[src/design/sdf_div.sv]
`timescale 1ns / 1ps
module sdf_div #(
  parameter int unsigned QW = 31,
  parameter int unsigned VW = 32,
  parameter int unsigned SW = 1
) (
  input  logic          clk_i,
  input  logic          en_i,
  input  logic [VW-1:0] rem_i,
  input  logic [QW-1:0] num_i,
  input  logic [VW-1:0] den_i,
  input  logic [SW-1:0] side_i,
  output logic [QW-1:0] quo_o,
  output logic [SW-1:0] side_o
);

  logic [VW-1:0] rem_q  [QW];
  logic [VW-1:0] rem_d  [QW];
  logic [QW-1:0] acc_q  [QW];
  logic [QW-1:0] acc_d  [QW];
  logic [VW-1:0] den_q  [QW];
  logic [SW-1:0] side_q [QW];

  // restoring division, one quotient bit per stage; acc shifts dividend
  // bits out at the top and quotient bits in at the bottom
  always_comb begin
    logic [VW-1:0] prem;
    logic [QW-1:0] pacc;
    logic [VW-1:0] pden;
    logic [VW:0]   part;
    for (int k = 0; k < QW; k++) begin
      if (k == 0) begin
        prem = rem_i;
        pacc = num_i;
        pden = den_i;
      end else begin
        prem = rem_q[k-1];
        pacc = acc_q[k-1];
        pden = den_q[k-1];
      end
      part = {prem, pacc[QW-1]};
      if (part >= {1'b0, pden}) begin
        rem_d[k] = VW'(part - {1'b0, pden});
        acc_d[k] = {pacc[QW-2:0], 1'b1};
      end else begin
        rem_d[k] = part[VW-1:0];
        acc_d[k] = {pacc[QW-2:0], 1'b0};
      end
    end
  end

  // stage registers
  always_ff @(posedge clk_i) begin
    if (en_i) begin
      den_q[0]  <= den_i;
      side_q[0] <= side_i;
      for (int k = 0; k < QW; k++) begin
        rem_q[k] <= rem_d[k];
        acc_q[k] <= acc_d[k];
        if (k > 0) begin
          den_q[k]  <= den_q[k-1];
          side_q[k] <= side_q[k-1];
        end
      end
    end
  end

  assign quo_o  = acc_q[QW-1];
  assign side_o = side_q[QW-1];

endmodule

[config.mk]
export PLATFORM = sky130hd
export DESIGN_NAME = sdf_div
export DESIGN_NICKNAME = d
export VERILOG_FILES = /design/src/design/sdf_div.sv
export SDC_FILE = /design/constraint.sdc
export NUM_CORES = 2
export LEC_CHECK = 0
export BUFFER_PORTS_ARGS = -buffer_cell sky130_fd_sc_hd__buf_2
export CORE_MARGIN = 5
export CORE_UTILIZATION = 30
export CTS_CLUSTER_DIAMETER = 50
export DETAILED_ROUTE_END_ITERATION = 7
export MAX_ROUTING_LAYER = met4
export RECOVER_POWER = 25
export SYNTH_ARGS = -nofsm -noshare
export SYNTH_HDL_FRONTEND = slang
export SYNTH_SLANG_ARGS = --single-unit
[constraint.sdc]
create_clock -name clk_i -period 3.2 [get_ports clk_i]
set_input_delay 0.16 -clock clk_i [delete_from_list [all_inputs] [get_ports clk_i]]
set_output_delay 0.16 -clock clk_i [all_outputs]
set_load 0.005 [all_outputs]
==> flow_metrics.tcl <==
set metrics [dict create \
    status "finished with violations" \
    violations "capacitance limit, slew limit, setup timing" \
    gr-usage-met1_pct 15.46 \
    pwr_density_cell_nw_per_um2 1058 \
    clk_path_buf_depth 4 \
    cp-startpoint "den_q[1][289]" \
    cts_tree "done" \
    yosysWarnings 0 \
    worst_slack_ns -0.3918 \
    port_buffers 129 \
    setup.worst_path.end_class "register" \
    core_area_um2 504900 \
    clock_sinks 2912 \
    dp.cells 21290 \
    period_needed_ns 3.592 \
    async_flop_share_pct 0 \
    finalPower_mw 212.6 \
    syn_inst 12670 \
    worst_skew_pair.late_latency_ns 1.01 \
    cts_root_buffer "clkbuf_16" \
    maxSlewHeadroom_pct -93.31 \
    fmax_mhz 278.4 \
    firstDrtPassIters 5 \
    layout_common_cells "2912 x edfxtp_1, 2216 x buf_4, 1198 x inv_1" \
    ios 130 \
    use_met2_pct 28.27 \
    stdcell_count 22530 \
    die-width_um 721.4 \
    antenna_found_initial 7 \
    synth.distinct_cells 95 \
    synth.cell_area_um2 151800 \
    gr-max-usage-layer "met2" \
    htree_levels 5 \
    cp-start-kind "register" \
    path_max_fanout 12 \
    fillers 47840 \
    worstSetupPathType "register to register" \
    wirelength_um 397600 \
    cp.arrival_ns 4.32 \
    vias 106400 \
    drv_slew 8 \
    final_antenna_net_count 0 \
    cts_buffers 399 \
    max-vdd-ir-drop_mv 0.5522 \
    drt_iter0_drc 5476 \
    tightest_slew_ns 2.900 \
    area_delta_synth_final_pct 32.31 \
    place_area_um2 176700 \
    min_from "num_i[30]" \
    met3_usage_pct 1.751 \
    yosysSeqAreaShare_pct 57.60 \
    grt_util_all_layers_pct 14.89 \
    r2r_start "den_q[1][289]" \
    tns_ns -92.68 \
    vias_per_cell 4.724 \
    clk_pin_slew_worst_paths_ns 0.06 \
    start_util_pct 30.07 \
    required_ns 3.92 \
    fin_nets 16600 \
    fin_skew_ns 0.08420 \
    die-area_um2 520400 \
    finalInstanceArea_um2 200900 \
    ys_ff_latch 2912 \
    grt_overflow 0 \
    grt_pass1_wl_um 601100 \
    grt_setup_unrepaired "yes" \
    dp_hpwl_um 291000 \
    synth_nets 13790 \
    maxCapViolations 1 \
    hold_violations 0 \
    grt_pass1_vias 107900 \
    wl_per_cell_um 17.65 \
    setup_viol 720 \
    leakage_nw 83.11 \
    syn_avg_cell_area_um2 11.98 \
    fp.dieH_um 721.4 \
    yosys_most_used_dff "edfxtp_1" \
    grt_max_degree 176 \
    rows 261 \
    drc 0 \
    fin_crit_sh_pct 112.2 \
    synth_edf_count 2912 \
    layout.cells.most_common "edfxtp_1" \
    hold_class "input pin to register" \
    layout-drive-gt1-share_pct 27.88 \
    gp_congestion 0.9661 \
]
## final cells by class
class / instances / area (um2) / share of cell area, %
clock buffer: 447 / 10290 / 5.124
inverter: 1244 / 4676 / 2.328
clock inverter: 289 / 3085 / 1.536
tap: 6706 / 8391 / 4.177
antenna: 7 / 17.52 / 0.008721
timing repair buffer: 2762 / 23340 / 11.62
sequential: 2912 / 87440 / 43.54
multi-input combinational: 8162 / 63610 / 31.67
## critical path, stage by stage (launching register included)
cell and delay (ns):
edfxtp_1 0.40, inv_2 0.09, ha_4 0.20, nor2b_4 0.12, o31a_1 0.27, o31a_1 0.33, o41a_1 0.40, nand2_2 0.16
a211oi_2 0.10, o21ai_2 0.19, a31oi_2 0.12, nor3_4 0.23, buf_12 0.17, clkbuf_16 0.19, mux2_2 0.34
## final timing paths
path	endpoint	slack (ns)	depth (start not counted)
max reg2reg	rem_q[1][323]	-0.39	14
max	rem_q[1][323]	-0.39	14
min reg2reg	acc_q[0][242]	0.37	0
min	rem_q[0][0]	0.10	4
## cell usage after synthesis (all sizes together) (37+ instances only)
| cell type | n | area [um2] |
|---|---|---|
| nand2 | 851 | 3194 |
| mux2 | 426 | 4898 |
| nand2b | 132 | 825.8 |
| buf | 92 | 568.0 |
| or3 | 37 | 231.5 |
| nor4 | 41 | 271.5 |
| a211o | 37 | 325.3 |
| ha | 992 | 12410 |
| o21ai | 719 | 3610 |
| a21oi | 1009 | 5057 |
| nor2b | 145 | 907.1 |
| a21boi | 47 | 352.8 |
| inv | 1244 | 4669 |
| a21o | 557 | 4182 |
| a31oi | 119 | 744.5 |
| nand4 | 164 | 1026 |
| and2 | 39 | 244.0 |
| and3 | 90 | 563.0 |
| o21bai | 108 | 814.5 |
| o211ai | 48 | 360.4 |
| xnor2 | 482 | 4222 |
| nand3 | 202 | 1011 |
| xor2 | 323 | 2829 |
| nor2 | 680 | 2552 |
| nor3 | 151 | 760.7 |
| clkbuf | 259 | 972.2 |
| o31ai | 76 | 570.6 |
| o21a | 118 | 885.9 |
| a211oi | 77 | 590.6 |
| edfxtp | 2912 | 87440 |
## stage by stage
step	hold slack [ns]	util (%)	setup WS [ns]
final	0.1025	39.78	-0.3918
after global routing	0.07284	39.78	-0.4684
after global placement	0.3371	34.99	-0.7869
after CTS	0.004256	38.87	-0.4130
after detailed placement	0.3381	34.99	-0.6669
after floorplan	0.2589	-	-0.1902
## cells by family (layout without fill, tap and decap cells)
| family | Yosys count | count (layout) | synth area share (%) |
|---|---|---|---|
| adder cells (fa/ha/maj) | 1022 | 1022 | 8.571 |
| AND/OR/NAND/NOR | 2647 | 2647 | 8.239 |
| buffers and inverters | 1595 | 4742 | 4.090 |
| other | 0 | 7 | 0 |
| multiplexers | 462 | 462 | 3.464 |
| AO/OA/AOI/OAI | 3226 | 3226 | 13.39 |
| flip-flops | 2912 | 2912 | 57.60 |
| XOR/XNOR | 805 | 805 | 4.644 |
## where the power goes
group          switching [mW]  total, mW  internal [mW]
sequential               6.04       61.3           55.3
combinational            52.5        107           54.6
clock                    17.7       44.1           26.4
## per-layer routing
metal | wire length, um | up-vias | part of all wire [%]
met1 | 149500 | 51190 | 38
met2 | 216000 | 1852 | 54
li1 | - | 52490 | -
met3 | 12640 | 907 | 3.2
met5 | 0 | - | 0
met4 | 19460 | 0 | 4.9
## registers in the layout, summed over array words and instances, names as in the netlist
register and count:
acc_q 961, den_q 960, rem_q 960, side_q 31
## timing repair
action	4_1_cts	5_1_grt
gates resized for setup	607	667
pin swaps	236	297
endpoints found under the setup margin	916	932
endpoints found under the hold margin	535	0
buffers inserted	142	163
hold buffers	170	0
cloned	26	30
No activity file was read; power rests on OpenSTA's default activity.
